$ cat src/window_median_filter_core_defines.svh
// Assertion macros for the window median filter RTL.
// Used by files that carry concurrent assertions; no other dependencies.
`ifndef WINDOW_MEDIAN_FILTER_CORE_DEFINES_SVH
`define WINDOW_MEDIAN_FILTER_CORE_DEFINES_SVH
`ifndef ASSERT_OFF
`define WMF_ASSERT(lbl, clk, rst, prop, msg) \
   lbl: assert property (@(posedge clk) disable iff (rst) prop) else $error(msg);
`define WMF_ASSERT_ALWAYS(lbl, clk, prop, msg) \
   lbl: assert property (@(posedge clk) prop) else $error(msg);
`else
`define WMF_ASSERT(lbl, clk, rst, prop, msg)
`define WMF_ASSERT_ALWAYS(lbl, clk, prop, msg)
`endif
`endif

$ cat src/wmf_pkg.sv
// Shared types and constants of the window median filter.
// No dependencies.
`default_nettype none
package wmf_pkg;
   localparam int PIXEL_W    = 8;
   localparam int ROW_W      = 12;
   localparam int COL_W      = 10;
   localparam int CSR_IDX_W  = 2;
   localparam int CSR_DATA_W = 13;

   typedef enum logic [CSR_IDX_W-1:0] {
      CSR_IMAGE_WIDTH  = 2'd0,
      CSR_IMAGE_HEIGHT = 2'd1,
      CSR_WINDOW_HALF  = 2'd2,
      CSR_UNUSED       = 2'd3
   } csr_idx_type;

   typedef enum logic [2:0] {
      ST_IDLE,
      ST_LOAD,
      ST_MED_A,
      ST_MED_B,
      ST_OUT
   } state_type;
endpackage
`default_nettype wire

$ cat src/wmf_cell.sv
// One window column cell: holds a column of pixels, shifts toward its neighbor,
// counts its active pixels at or below a threshold. Depends on wmf_pkg.
`default_nettype none
module wmf_cell
   import wmf_pkg::*;
#(
   parameter int SIDE = 9
) (
   input  wire logic                          clock,
   input  wire logic                          shift_en,
   input  wire logic [SIDE-1:0][PIXEL_W-1:0]  col_in,
   input  wire logic [SIDE-1:0]               row_en,
   input  wire logic [PIXEL_W-1:0]            thresh,
   output logic      [SIDE-1:0][PIXEL_W-1:0]  col_out,
   output logic      [$clog2(SIDE+1)-1:0]     count_out
);
   localparam int CNT_W = $clog2(SIDE + 1);

   logic [SIDE-1:0][PIXEL_W-1:0] pix_ff;
   logic [CNT_W-1:0]             cnt_in;
   logic [CNT_W-1:0]             cnt_ff;

   always_comb begin
      cnt_in = '0;
      for (int i = 0; i < SIDE; i++) begin
         if (row_en[i] && (pix_ff[i] <= thresh)) begin
            cnt_in = cnt_in + CNT_W'(1);
         end
      end
   end

   always_ff @(posedge clock) begin
      if (shift_en) begin
         pix_ff <= col_in;
      end
      cnt_ff <= cnt_in;
   end

   assign col_out   = pix_ff;
   assign count_out = cnt_ff;
endmodule
`default_nettype wire

$ cat config.mk
export PLATFORM = sky130hd
export DESIGN_NAME = wmf_cell
export DESIGN_NICKNAME = d
export VERILOG_FILES = /design/src/window_median_filter_core_defines.svh /design/src/wmf_pkg.sv /design/src/wmf_cell.sv
export SDC_FILE = /design/constraint.sdc
export NUM_CORES = 1
export LEC_CHECK = 0
export BUFFER_PORTS_ARGS = -buffer_cell sky130_fd_sc_hd__buf_2
export CELL_PAD_IN_SITES_DETAIL_PLACEMENT = 0
export CELL_PAD_IN_SITES_GLOBAL_PLACEMENT = 1
export CORE_UTILIZATION = 39
export CTS_CLUSTER_SIZE = 40
export DETAILED_ROUTE_END_ITERATION = 10
export GPL_TIMING_DRIVEN = 0
export PLACE_DENSITY_LB_ADDON = 0.1
export SLEW_MARGIN = 5
export SYNTH_ARGS = -nofsm -noshare
export SYNTH_HDL_FRONTEND = slang
export SYNTH_SLANG_ARGS = --single-unit
$ cat constraint.sdc
create_clock -name clock -period 8.4 [get_ports clock]
set_clock_uncertainty 0.15 [all_clocks]
set_input_delay 0.84 -clock clock [delete_from_list [all_inputs] [get_ports clock]]
set_output_delay 0.84 -clock clock [all_outputs]
set_load 0.1 [all_outputs]
==> impl_table.tex, run 1 <==
\begin{tabular}{lr}
\hline
Metric & Value \\
\hline
\multicolumn{2}{l}{\textbf{Cells and area}} \\
Final design instance area without fill & slightly above 6000 um\^{}2 \\
Number of nets in the finished design & 747 \\
Commonest cells after routing, fill and taps aside & sky130\_fd\_sc\_hd\_\_buf\_2, sky130\_fd\_sc\_hd\_\_ha\_1, sky130\_fd\_sc\_hd\_\_edfxtp\_1, sky130\_fd\_sc\_hd\_\_inv\_1, sky130\_fd\_sc\_hd\_\_nand2\_1 \\
Multi-input combinational cell area & approximately 2500 um\^{}2 \\
Non-filler cells in the finished layout & between 700 and 800 \\
Fraction of layout cells with a size suffix above 1 & 0.340 \\
Utilization of the core after routing & 0.510 \\
Number of fill cells in the layout & 1100 \\
Area growth from synthesis to layout & 27.4\% \\
Register Area & roughly 2200 um\^{}2 \\
Most common cell after layout, fill and taps aside & sky130\_fd\_sc\_hd\_\_buf\_2 \\
\multicolumn{2}{l}{\textbf{Timing}} \\
Hold Worst Slack & 0.519 ns \\
Slew HR & 0.384 \\
Final hold violations & 0 \\
Final setup fails & 0 \\
Unrepaired setup endpoints after global routing & no \\
Slack of the critical path & 1.56 ns \\
Period utilization & 0.814 \\
Maximum achievable frequency & 0.146 GHz \\
Slew at the pin with the worst max-slew slack & 0.924 ns \\
Final-layout setup total negative slack & 0 ns \\
Post-route minimum period & between 6 and 7 ns \\
Final max-slew violation count & 0 \\
\multicolumn{2}{l}{\textbf{Critical path}} \\
Worst reg-to-reg path cell count & 26 \\
Slack of the worst reg-to-reg path & $\sim$2.1 ns \\
Largest driver fanout on the critical path & 9 \\
Reg2reg end & count\_out[3] \\
Arrival time at the worst endpoint & roughly 7 ns \\
Kind of start point of the critical path & input pin \\
Crit Path Class & input pin to register \\
Kind of end point of the critical path & register \\
Critical register-to-register path startpoint & col\_out[10] \\
Crit path required time & around 8.5 ns \\
\multicolumn{2}{l}{\textbf{GRT}} \\
Number of global-route vias before repair & approximately 3800 \\
Number of antenna violations at the first check in global routing & 1 \\
First-pass GRT wire length & roughly 19000 um \\
Overall fraction of global-route tracks in use & 0.199 \\
Pin count of the biggest net entering global routing & 73 \\
GRT Residual Overflow & 0 \\
\multicolumn{2}{l}{\textbf{Routing}} \\
DRC violation count after routing & 0 \\
Number of vias in the routed layout & roughly 3700 \\
Detailed-router iteration count before antenna repair & 4 \\
WL/cell & approximately 16 um \\
Post-detailed-routing wire length & between 10000 and 15000 um \\
Post-detailed-route count of antenna-violating nets & 0 \\
Avg Vias per Cell & slightly above 5 \\
Number of DRC markers after the initial detailed-route iteration & around 130 \\
\multicolumn{2}{l}{\textbf{Power}} \\
Power per unit of standard cell area & between 200 and 250 nW/um\^{}2 \\
Net switching power & $\sim$0.62 mW \\
Internal portion of total power & 0.905 mW \\
Leakage power total & around 2.9 nW \\
Relative contribution of combinational cells to total power & 0.423 \\
Switching portion of total power & 0.407 \\
Worst VDD drop & around 0.00012 V \\
Clock network power share & 0.264 \\
Final Total Pwr & 1.52 mW \\
Register share of total power & 0.312 \\
\multicolumn{2}{l}{\textbf{Placement}} \\
Area after DPL & $\sim$5800 um\^{}2 \\
Quantity of I/O buffers inserted on ports & about 170 \\
Detailed placer's ending HPWL & around 9200 um \\
DP Worst Slack & $\sim$1.1 ns \\
Global placement routability congestion & 0.767 \\
Number of placed cells counting well taps & $\sim$700 \\
\multicolumn{2}{l}{\textbf{Logic synthesis}} \\
Seq/Total Area, Yosys & 0.466 \\
Synthesis-stage register bit count & between 70 and 80 \\
Post-synthesis net count & 570 \\
Count of synthesis-stage warnings from yosys & 0 \\
Proportion of synthesized flip-flops having asynchronous set or reset & 0 \\
Area of the mapped netlist & 4810 um\^{}2 \\
Post-synth cell types & 54 \\
Count of flip-flops with a built-in enable after synthesis & 72 \\
Mean area per synthesized cell & between 10 and 15 um\^{}2 \\
Cells after synthesis & 397 \\
Predominant post-synthesis flop cell & sky130\_fd\_sc\_hd\_\_edfxtp\_1 \\
\multicolumn{2}{l}{\textbf{Min path}} \\
Cell count of the worst hold path & 1 \\
Hold Path Sink & col\_out[66] \\
Hold path startpoint & col\_in[66] \\
Class of the worst hold path & input pin to register \\
\multicolumn{2}{l}{\textbf{Clock tree}} \\
Number of gates given a new drive strength after cts & 0 \\
Buffers inserted during post-CTS setup optimization & 0 \\
Clock Path Buffers & 2 \\
CTS clk-pin slew, worst paths & 0.06 ns \\
Cts hold-fix bufs & 0 \\
Total CTS buffers & 9 \\
Clock root buffer & sky130\_fd\_sc\_hd\_\_clkbuf\_16 \\
Total number of clock tree sinks & 76 \\
CTS tree & yes \\
Insertion delay to the later sink of the worst-skew pair & 0.34 ns \\
Max H-tree Level & 3 \\
\multicolumn{2}{l}{\textbf{Floorplan}} \\
Y dimension of the die & between 100 and 150 um \\
Die width & between 100 and 150 um \\
Initial Util & 0.400 \\
Core Area & around 12000 um\^{}2 \\
Die area & approximately 13000 um\^{}2 \\
Std cell rows & 40 \\
IO Count & 167 \\
\multicolumn{2}{l}{\textbf{Run status}} \\
Run status & completed \\
\multicolumn{2}{l}{\textbf{Flow run}} \\
MaxCap Viol Count & 0 \\
\hline
\end{tabular}
-- layer usage --
layer / global-route usage / part of all wire
met2: 0.329 / 0.48
met5: 0 / 0.00084
met3: 0.0530 / 0.056
met4: 0.0868 / 0.023
met1: 0.244 / 0.44
-- cells by family after synthesis --
group / Yosys count / share of synthesized area
AND/OR/NAND/NOR: 101 / 0.106
flip-flops: 76 / 0.466
buffers and inverters: 28 / 0.0234
AO/OA/AOI/OAI: 86 / 0.130
adder cells (fa/ha/maj): 82 / 0.213
multiplexers: 6 / 0.0148
XOR/XNOR: 18 / 0.0458
-- how the worst max path moves through the flow --
stage,start,end,slack [ns],cells past startpoint
after floorplan,col_out[2],count_out[3],2.15,25
after global placement,thresh[1],count_out[3],1.21,29
after detailed placement,thresh[1],count_out[3],1.15,28
after CTS,thresh[1],count_out[3],1.51,28
after global routing,thresh[1],count_out[3],1.15,28
final,thresh[3],count_out[3],1.56,28
-- power by group through the flow --
stage	Sequential, mW	Combinational (mW)	Clock [mW]
global route	0.481	0.700	0.425
CTS	0.477	0.649	0.413
floorplan	0.749	0.261	0
finish	0.476	0.645	0.403
global placement	0.485	0.640	0
detailed placement	0.485	0.646	0
-- registers in the layout, summed over array words and instances, names as in the netlist --
register / cells
count_out: 4
col_out: 72
-- cell usage after synthesis, drive strengths merged (7+ instances only) --
library cell / instances / area, um^2
a21oi: 21 / 120
o21ai: 13 / 68.8
edfxtp: 72 / 2160
xnor2: 9 / 78.8
nand3: 18 / 90.1
ha: 82 / 1030
nor2: 19 / 71.3
a211o: 7 / 61.3
nand2: 23 / 86.3
a21o: 11 / 82.6
inv: 24 / 90.1
-- critical path, stage by stage --
cell	delay, ns
sky130_fd_sc_hd__buf_2	0.09
sky130_fd_sc_hd__inv_1	0.40
sky130_fd_sc_hd__ha_1	0.34
sky130_fd_sc_hd__nand3_1	0.11
sky130_fd_sc_hd__nor2_1	0.05
sky130_fd_sc_hd__a211o_1	0.26
sky130_fd_sc_hd__a21oi_1	0.13
sky130_fd_sc_hd__o21ai_0	0.08
sky130_fd_sc_hd__o31ai_1	0.08
sky130_fd_sc_hd__and2_1	0.25
sky130_fd_sc_hd__ha_1	0.30
sky130_fd_sc_hd__a21boi_0	0.16
sky130_fd_sc_hd__nor2_1	0.37
sky130_fd_sc_hd__ha_1	0.33
sky130_fd_sc_hd__xnor2_1	0.15
sky130_fd_sc_hd__nor3_1	0.05
sky130_fd_sc_hd__a221oi_1	0.37
sky130_fd_sc_hd__ha_1	0.31
sky130_fd_sc_hd__nand2_1	0.08
sky130_fd_sc_hd__o31ai_1	0.10
sky130_fd_sc_hd__xor2_1	0.18
sky130_fd_sc_hd__mux2_2	0.28
sky130_fd_sc_hd__ha_1	0.24
sky130_fd_sc_hd__xnor3_1	0.37
sky130_fd_sc_hd__nand2_1	0.05
sky130_fd_sc_hd__mux2_4	0.28
sky130_fd_sc_hd__a211oi_2	0.27
sky130_fd_sc_hd__xor3_1	0.34
-- cell type report --
type,instances,area share
Antenna cell,1,0.000408
Buffer,4,0.00368
Clock buffer,11,0.0380
Clock inverter,3,0.0104
Inverter,24,0.0147
Multi-Input combinational cell,293,0.401
Sequential cell,76,0.366
Tap cell,147,0.0300
Timing Repair Buffer,166,0.136
(Power assumes the default switching activity.)
==> run 2, diff against run 1 <==
Settings changed: CORE_UTILIZATION 39 to 35.
Clock period 8.4 ns to 5.74 ns, I/O delays scaled along.
==> run 2 against run 1 <==
Die area grew 11%. Worst hold slack worse by 0.27 ns. Via count grew 2.9%. Critical path depth rose by 1. Final cell count up 7.2%. Largest power group unchanged. Sequential share of layout area shrank 2.7 points. Highest routed layer is now met4.
==> impl_table.tex, run 2 (synthesis results as in run 1) <==
\begin{tabular}{lr}
\hline
Metric & Value \\
\hline
\multicolumn{2}{l}{\textbf{Cells and area}} \\
Commonest cells after routing, fill and taps aside & sky130\_fd\_sc\_hd\_\_buf\_2, sky130\_fd\_sc\_hd\_\_ha\_1, sky130\_fd\_sc\_hd\_\_edfxtp\_1, sky130\_fd\_sc\_hd\_\_nand2\_1, sky130\_fd\_sc\_hd\_\_buf\_4 (was sky130\_fd\_sc\_hd\_\_buf\_2, sky130\_fd\_sc\_hd\_\_ha\_1, sky130\_fd\_sc\_hd\_\_edfxtp\_1, sky130\_fd\_sc\_hd\_\_inv\_1, sky130\_fd\_sc\_hd\_\_nand2\_1) \\
Max reg flops & 72 (unchanged) \\
Area growth from synthesis to layout & 37.5\% (was 27.4\%) \\
Number of nets in the finished design & 768 (was 747) \\
Fraction of layout cells with a size suffix above 1 & 0.428 (was 0.340) \\
Most common cell after layout, fill and taps aside & sky130\_fd\_sc\_hd\_\_buf\_2 (unchanged) \\
Final design instance area without fill & 6620 um\^{}2 (was 6130 um\^{}2) \\
\multicolumn{2}{l}{\textbf{Floorplan}} \\
Core Area & 13300 um\^{}2 (was 12000 um\^{}2) \\
Y dimension of the die & 119 um (was 113 um) \\
Die width & 119 um (was 113 um) \\
Initial Util & 0.360 (was 0.400) \\
IO Count & 167 (unchanged) \\
Std cell rows & 42 (was 40) \\
Die area & 14200 um\^{}2 (was 12800 um\^{}2) \\
\multicolumn{2}{l}{\textbf{Placement}} \\
Quantity of I/O buffers inserted on ports & 166 (unchanged) \\
Global placement routability congestion & 0.774 (was 0.767) \\
DP Worst Slack & -0.748 ns (was 1.15 ns) \\
Detailed placer's ending HPWL & 9930 um (was 9230 um) \\
Area after DPL & 5950 um\^{}2 (was 5830 um\^{}2) \\
\multicolumn{2}{l}{\textbf{Timing}} \\
Final setup fails & 0 (unchanged) \\
Slack of the critical path & 0.0848 ns (was 1.56 ns) \\
Final hold violations & 0 (unchanged) \\
Slew at the pin with the worst max-slew slack & 0.603 ns (was 0.924 ns) \\
Period utilization & 0.985 \\
Final max-slew violation count & 0 (unchanged) \\
Slew HR & 0.595 (was 0.384) \\
Post-route minimum period & 5.66 ns \\
Maximum achievable frequency & 0.177 GHz \\
Unrepaired setup endpoints after global routing & yes (was no) \\
\multicolumn{2}{l}{\textbf{Power}} \\
Power per unit of standard cell area & 355 nW/um\^{}2 (was 249 nW/um\^{}2) \\
Clock network power share & 0.260 (was 0.264) \\
Internal portion of total power & 1.38 mW (was 0.905 mW) \\
Final Total Pwr & 2.35 mW (was 1.52 mW) \\
Relative contribution of combinational cells to total power & 0.443 (was 0.423) \\
Net switching power & 0.968 mW (was 0.620 mW) \\
Worst VDD drop & 0.000165 V (was 0.000123 V) \\
Register share of total power & 0.297 (was 0.312) \\
Leakage power total & 2.99 nW (was 2.87 nW) \\
Switching portion of total power & 0.412 (was 0.407) \\
\multicolumn{2}{l}{\textbf{Routing}} \\
Detailed-router iteration count before antenna repair & 4 (unchanged) \\
Number of DRC markers after the initial detailed-route iteration & 116 (was 129) \\
Post-detailed-route count of antenna-violating nets & 0 (unchanged) \\
Avg Vias per Cell & 4.95 (was 5.16) \\
Number of vias in the routed layout & 3847 (was 3740) \\
WL/cell & 16.6 um (was 16.5 um) \\
DRC violation count after routing & 0 (unchanged) \\
Post-detailed-routing wire length & 12900 um (was 11900 um) \\
\multicolumn{2}{l}{\textbf{Critical path}} \\
Critical register-to-register path startpoint & col\_out[2] (was col\_out[10]) \\
CP max stage cell & sky130\_fd\_sc\_hd\_\_xor3\_2 (was sky130\_fd\_sc\_hd\_\_inv\_1) \\
Crit Path Class & input pin to register (unchanged) \\
Slowest stage delay, CP & 0.44 ns (was 0.40 ns) \\
Largest driver fanout on the critical path & 4 (was 9) \\
Arrival time at the worst endpoint & 5.73 ns (was 6.91 ns) \\
Kind of start point of the critical path & input pin (unchanged) \\
Slack of the worst reg-to-reg path & 0.14 ns (was 2.14 ns) \\
Reg2reg end & count\_out[3] (unchanged) \\
Worst reg-to-reg path cell count & 27 (was 26) \\
Crit path required time & 5.81 ns (was 8.47 ns) \\
Kind of end point of the critical path & register (unchanged) \\
\multicolumn{2}{l}{\textbf{Min path}} \\
Hold Path Sink & col\_out[57] (was col\_out[66]) \\
Hold path startpoint & col\_in[57] (was col\_in[66]) \\
Cell count of the worst hold path & 1 (unchanged) \\
Class of the worst hold path & input pin to register (unchanged) \\
\multicolumn{2}{l}{\textbf{Flow run}} \\
MaxCap Viol Count & 0 (unchanged) \\
\multicolumn{2}{l}{\textbf{Clock tree}} \\
Total number of clock tree sinks & 76 (unchanged) \\
Max H-tree Level & 3 (unchanged) \\
Total CTS buffers & 9 (unchanged) \\
CTS clk-pin slew, worst paths & 0.06 ns (about the same) \\
CTS tree & yes (unchanged) \\
Clock root buffer & sky130\_fd\_sc\_hd\_\_clkbuf\_16 (unchanged) \\
Insertion delay to the later sink of the worst-skew pair & 0.34 ns (about the same) \\
Clock Path Buffers & 2 (unchanged) \\
\multicolumn{2}{l}{\textbf{GRT}} \\
GRT Residual Overflow & 0 (unchanged) \\
First-pass GRT wire length & 19600 um (was 18800 um) \\
Number of antenna violations at the first check in global routing & 1 (unchanged) \\
Pin count of the biggest net entering global routing & 48 (was 73) \\
Overall fraction of global-route tracks in use & 0.186 (was 0.199) \\
Number of global-route vias before repair & 3796 (was 3831) \\
\multicolumn{2}{l}{\textbf{Run status}} \\
Run status & completed (unchanged) \\
\hline
\end{tabular}
-- run 2: cell types whose count changed in the layout (fill, tap and decap cells not counted), moves of 3 or more --
cell / before / now
sky130_fd_sc_hd__ha_1: 82 / 74
sky130_fd_sc_hd__buf_4: 1 / 20
sky130_fd_sc_hd__nor2_1: 19 / 15
sky130_fd_sc_hd__inv_1: 24 / 17
sky130_fd_sc_hd__a21oi_1: 19 / 16
sky130_fd_sc_hd__a21oi_2: 1 / 4
sky130_fd_sc_hd__clkinvlp_4: 0 / 5
sky130_fd_sc_hd__ha_4: 0 / 8
-- run 2: worst max-delay path by stage --
| stage | startpoint | endpoint | slack [ns] | cells after the start |
|---|---|---|---|---|
| 3_3_place_gp | thresh[2] | count_out[3] | -0.77 | 28 |
| 5_1_grt | thresh[1] | count_out[3] | -0.15 | 32 |
| 2_1_floorplan | col_out[2] | count_out[2] | 0.0003 | 29 |
| 3_5_place_dp | thresh[2] | count_out[3] | -0.75 | 28 |
| 6_report | thresh[2] | count_out[3] | 0.08 | 29 |
| 4_1_cts | thresh[1] | count_out[3] | 0.01 | 31 |
-- run 2: power groups by stage --
stage | Combinational (mW) | Clock, mW | Sequential (mW)
after floorplan | 0.402 | 0 | 1.10
after global placement | 0.964 | 0 | 0.710
after detailed placement | 0.976 | 0 | 0.710
after CTS | 0.987 | 0.627 | 0.698
after global routing | 1.12 | 0.648 | 0.706
final | 1.04 | 0.610 | 0.698
-- run 2: what timing repair did --
action	in CTS	in global routing
buffers inserted	7	13
endpoints found under the setup margin	3	3
pin swaps	1	21
hold buffers	0	0
resized for setup	4	34
-- run 2: cell type report --
class	instances	area, um^2
fillers	1256	6730
multi-input cells	293	2680
flip-flops and latches	76	2240
repair buffers	187	1020
clock buffers	10	229
well taps	176	220
inverters	24	111
clock inverters	6	87.6
plain buffers	4	22.5
diodes	1	2.50
-- run 2: critical path, delay by kind of cell --
| family | cells | cell delay, ns |
|---|---|---|
| AO/OA/AOI/OAI | 10 | 1.68 |
| XOR/XNOR | 5 | 1.32 |
| adder cells (fa/ha/maj) | 4 | 0.97 |
| buffers and inverters | 4 | 0.35 |
| multiplexers | 1 | 0.27 |
| AND/OR/NAND/NOR | 5 | 0.58 |
-- run 2: metal layers --
metal | part of all wire | global-route usage | vias to the layer above | wire (um)
met3 | 0.054 | 0.0594 | 7 | 697
met2 | 0.49 | 0.307 | 91 | 6370
met1 | 0.44 | 0.233 | 1824 | 5720
met4 | 0.0091 | 0.0491 | 0 | 118
met5 | 0 | 0 | - | 0
li1 | - | - | 1925 | -
-- run 2: per-stage QoR --
| step | setup TNS, ns | hold WS, ns | utilization | std cells |
|---|---|---|---|---|
| 2_1_floorplan | 0 | 0.523 | - | 397 |
| 3_3_place_gp | -2.13 | 0.600 | 0.443 | 739 |
| 3_5_place_dp | -2.06 | 0.602 | 0.445 | 740 |
| 4_1_cts | 0 | 0.242 | 0.474 | 763 |
| 5_1_grt | -0.160 | 0.233 | 0.495 | 776 |
| 6_report | 0 | 0.253 | 0.496 | 777 |
==> run 3, diff against run 2 <==
Settings changed: PLACE_DENSITY_LB_ADDON 0.1 to 0.05.
==> run 3 against run 2 <==
Highest routed layer is now met5. Via count shrank 0.81%. Sequential power is essentially flat. Global-route usage grew 0.25 points. Die area is the same. Critical endpoint unchanged.
==> impl_table.tex, run 3 (synthesis results as in run 1) <==
\begin{tabular}{lr}
\hline
Metric & Value \\
\hline
\multicolumn{2}{l}{\textbf{Run status}} \\
Run status & completed (unchanged) \\
\multicolumn{2}{l}{\textbf{GRT}} \\
Overall fraction of global-route tracks in use & 0.189 (was 0.186) \\
First-pass GRT wire length & 19800 um (was 19600 um) \\
Pin count of the biggest net entering global routing & 48 (unchanged) \\
Number of global-route vias before repair & 3868 (was 3796) \\
Number of antenna violations at the first check in global routing & 1 (unchanged) \\
GRT Residual Overflow & 0 (unchanged) \\
\multicolumn{2}{l}{\textbf{Critical path}} \\
CP top delay family & compound AO/OA/AOI/OAI gates (unchanged) \\
Arrival time at the worst endpoint & 5.71 ns (was 5.73 ns) \\
Slack of the worst reg-to-reg path & 0.17 ns (was 0.14 ns) \\
Crit path required time & 5.81 ns (about the same) \\
Dominant cell type by count on the critical path & sky130\_fd\_sc\_hd\_\_ha\_4 \\
Critical register-to-register path startpoint & col\_out[10] (was col\_out[2]) \\
Kind of start point of the critical path & input pin (unchanged) \\
Slowest stage delay, CP & 0.33 ns (was 0.44 ns) \\
Kind of end point of the critical path & register (unchanged) \\
Buf+Inv Stages, Crit Path & 4 (unchanged) \\
Reg2reg end & count\_out[3] (unchanged) \\
CP max stage cell & sky130\_fd\_sc\_hd\_\_xor3\_1 (was sky130\_fd\_sc\_hd\_\_xor3\_2) \\
Largest driver fanout on the critical path & 3 (was 4) \\
Crit Path Class & input pin to register (unchanged) \\
Worst reg-to-reg path cell count & 27 (unchanged) \\
\multicolumn{2}{l}{\textbf{Power}} \\
Power per unit of standard cell area & 345 nW/um\^{}2 (was 355 nW/um\^{}2) \\
Internal portion of total power & 1.31 mW (was 1.38 mW) \\
Leakage power total & 2.96 nW (was 2.99 nW) \\
Clock network power share & 0.220 (was 0.260) \\
Net switching power & 0.968 mW (about the same) \\
Worst VDD drop & 0.000192 V (was 0.000165 V) \\
Relative contribution of combinational cells to total power & 0.473 (was 0.443) \\
Switching portion of total power & 0.425 (was 0.412) \\
Final Total Pwr & 2.28 mW (was 2.35 mW) \\
Register share of total power & 0.307 (was 0.297) \\
\multicolumn{2}{l}{\textbf{Placement}} \\
Global placement routability congestion & 0.775 (was 0.774) \\
Quantity of I/O buffers inserted on ports & 166 (unchanged) \\
Detailed placer's ending HPWL & 9970 um (was 9930 um) \\
\multicolumn{2}{l}{\textbf{Timing}} \\
Maximum achievable frequency & 0.177 GHz (about the same) \\
Final max-slew violation count & 0 (unchanged) \\
Unrepaired setup endpoints after global routing & yes (unchanged) \\
Hold Worst Slack & 0.254 ns (was 0.253 ns) \\
Period utilization & 0.982 (was 0.985) \\
Slew at the pin with the worst max-slew slack & 0.705 ns (was 0.603 ns) \\
Slew HR & 0.529 (was 0.595) \\
Post-route minimum period & 5.64 ns (was 5.66 ns) \\
Final hold violations & 0 (unchanged) \\
Final setup fails & 0 (unchanged) \\
\multicolumn{2}{l}{\textbf{Routing}} \\
Detailed-router iteration count before antenna repair & 4 (unchanged) \\
Post-detailed-routing wire length & 13200 um (was 12900 um) \\
WL/cell & 17.1 um (was 16.6 um) \\
Avg Vias per Cell & 4.96 (was 4.95) \\
Post-detailed-route count of antenna-violating nets & 0 (unchanged) \\
Number of DRC markers after the initial detailed-route iteration & 135 (was 116) \\
Number of vias in the routed layout & 3816 (was 3847) \\
DRC violation count after routing & 0 (unchanged) \\
\multicolumn{2}{l}{\textbf{Clock tree}} \\
Total CTS buffers & 9 (unchanged) \\
Cts hold-fix bufs & 0 (unchanged) \\
Insertion delay to the later sink of the worst-skew pair & 0.34 ns (about the same) \\
Clock root buffer & sky130\_fd\_sc\_hd\_\_clkbuf\_16 (unchanged) \\
Clock Path Buffers & 2 (unchanged) \\
CTS tree & yes (unchanged) \\
CTS clk-pin slew, worst paths & 0.06 ns (about the same) \\
Max H-tree Level & 3 (unchanged) \\
Total number of clock tree sinks & 76 (unchanged) \\
\multicolumn{2}{l}{\textbf{Floorplan}} \\
Initial Util & 0.360 (unchanged) \\
IO Count & 167 (unchanged) \\
Die area & 14200 um\^{}2 (unchanged) \\
Core Area & 13300 um\^{}2 (unchanged) \\
Std cell rows & 42 (unchanged) \\
Die width & 119 um (unchanged) \\
Y dimension of the die & 119 um (unchanged) \\
\multicolumn{2}{l}{\textbf{Cells and area}} \\
Fraction of layout cells with a size suffix above 1 & 0.434 (was 0.428) \\
Number of nets in the finished design & 764 (was 768) \\
Most common cell after layout, fill and taps aside & sky130\_fd\_sc\_hd\_\_buf\_2 (unchanged) \\
Utilization of the core after routing & 0.495 (was 0.496) \\
Final antenna diode count & 0 (was 1) \\
Area growth from synthesis to layout & 37.4\% (was 37.5\%) \\
Max reg flops & 72 (unchanged) \\
Commonest cells after routing, fill and taps aside & sky130\_fd\_sc\_hd\_\_buf\_2, sky130\_fd\_sc\_hd\_\_edfxtp\_1, sky130\_fd\_sc\_hd\_\_ha\_1, sky130\_fd\_sc\_hd\_\_nand2\_1 (was sky130\_fd\_sc\_hd\_\_buf\_2, sky130\_fd\_sc\_hd\_\_ha\_1, sky130\_fd\_sc\_hd\_\_edfxtp\_1, sky130\_fd\_sc\_hd\_\_nand2\_1, sky130\_fd\_sc\_hd\_\_buf\_4) \\
\multicolumn{2}{l}{\textbf{Min path}} \\
Hold Path Sink & col\_out[47] (was col\_out[57]) \\
Class of the worst hold path & input pin to register (unchanged) \\
Cell count of the worst hold path & 1 (unchanged) \\
Hold path startpoint & col\_in[47] (was col\_in[57]) \\
\multicolumn{2}{l}{\textbf{Flow run}} \\
MaxCap Viol Count & 0 (unchanged) \\
\hline
\end{tabular}
run 3: cell count changes in the layout (fill, tap and decap cells not counted), sizes merged:
cell,before,now
buf,188,185
bufinv,2,0
clkinv,3,2
clkinvlp,5,6
diode,1,0
inv,20,19
run 3: cell type report:
cell class / count / area [um^2]
Buffer: 3 / 18.8
Clock buffer: 11 / 233
Clock inverter: 3 / 16.3
Fill cell: 1267 / 6740
Inverter: 24 / 111
Multi-Input combinational cell: 293 / 2750
Sequential cell: 76 / 2240
Tap cell: 176 / 220
Timing Repair Buffer: 184 / 1010
run 3: power by group through the flow:
stage               logic, mW  registers [mW]  clock network, mW
floorplan               0.402            1.10                  0
global placement        0.965           0.711                  0
detailed placement      0.977           0.711                  0
CTS                     0.992           0.700              0.516
global route             1.16           0.707              0.533
finish                   1.08           0.700              0.500
run 3: layer usage:
metal  wire [um]  global-route usage
met4         232              0.0775
met1        5860               0.239
met5           8                   0
met2        6360               0.305
met3         734              0.0479
run 3: per-stage QoR:
step                      std cells  worst slack (ns)  area (um^2)  setup TNS (ns)
final                           770             0.105         6610               0
after floorplan                 397          0.000272         4860               0
after CTS                       760            0.0553         6260               0
after detailed placement        740            -0.800         5940           -2.21
after global placement          739            -0.744         5920           -2.05
after global routing            770           -0.0634         6610         -0.0634
run 3: repair_timing:
action,CTS,global route
cloned,0,0
resized for setup,5,41
buffers inserted,6,11
endpoints found under the setup margin,3,3
pin swaps,1,23
run 3: worst max-delay path by stage:
stage                          start      endpoint  slack [ns]  depth (start not counted)
after floorplan           col_out[2]  count_out[2]      0.0003                         29
after CTS                  thresh[2]  count_out[3]        0.06                         31
after detailed placement   thresh[2]  count_out[3]       -0.80                         28
after global routing       thresh[1]  count_out[3]       -0.06                         31
final                      thresh[2]  count_out[3]        0.10                         30
after global placement     thresh[2]  count_out[3]       -0.74                         28
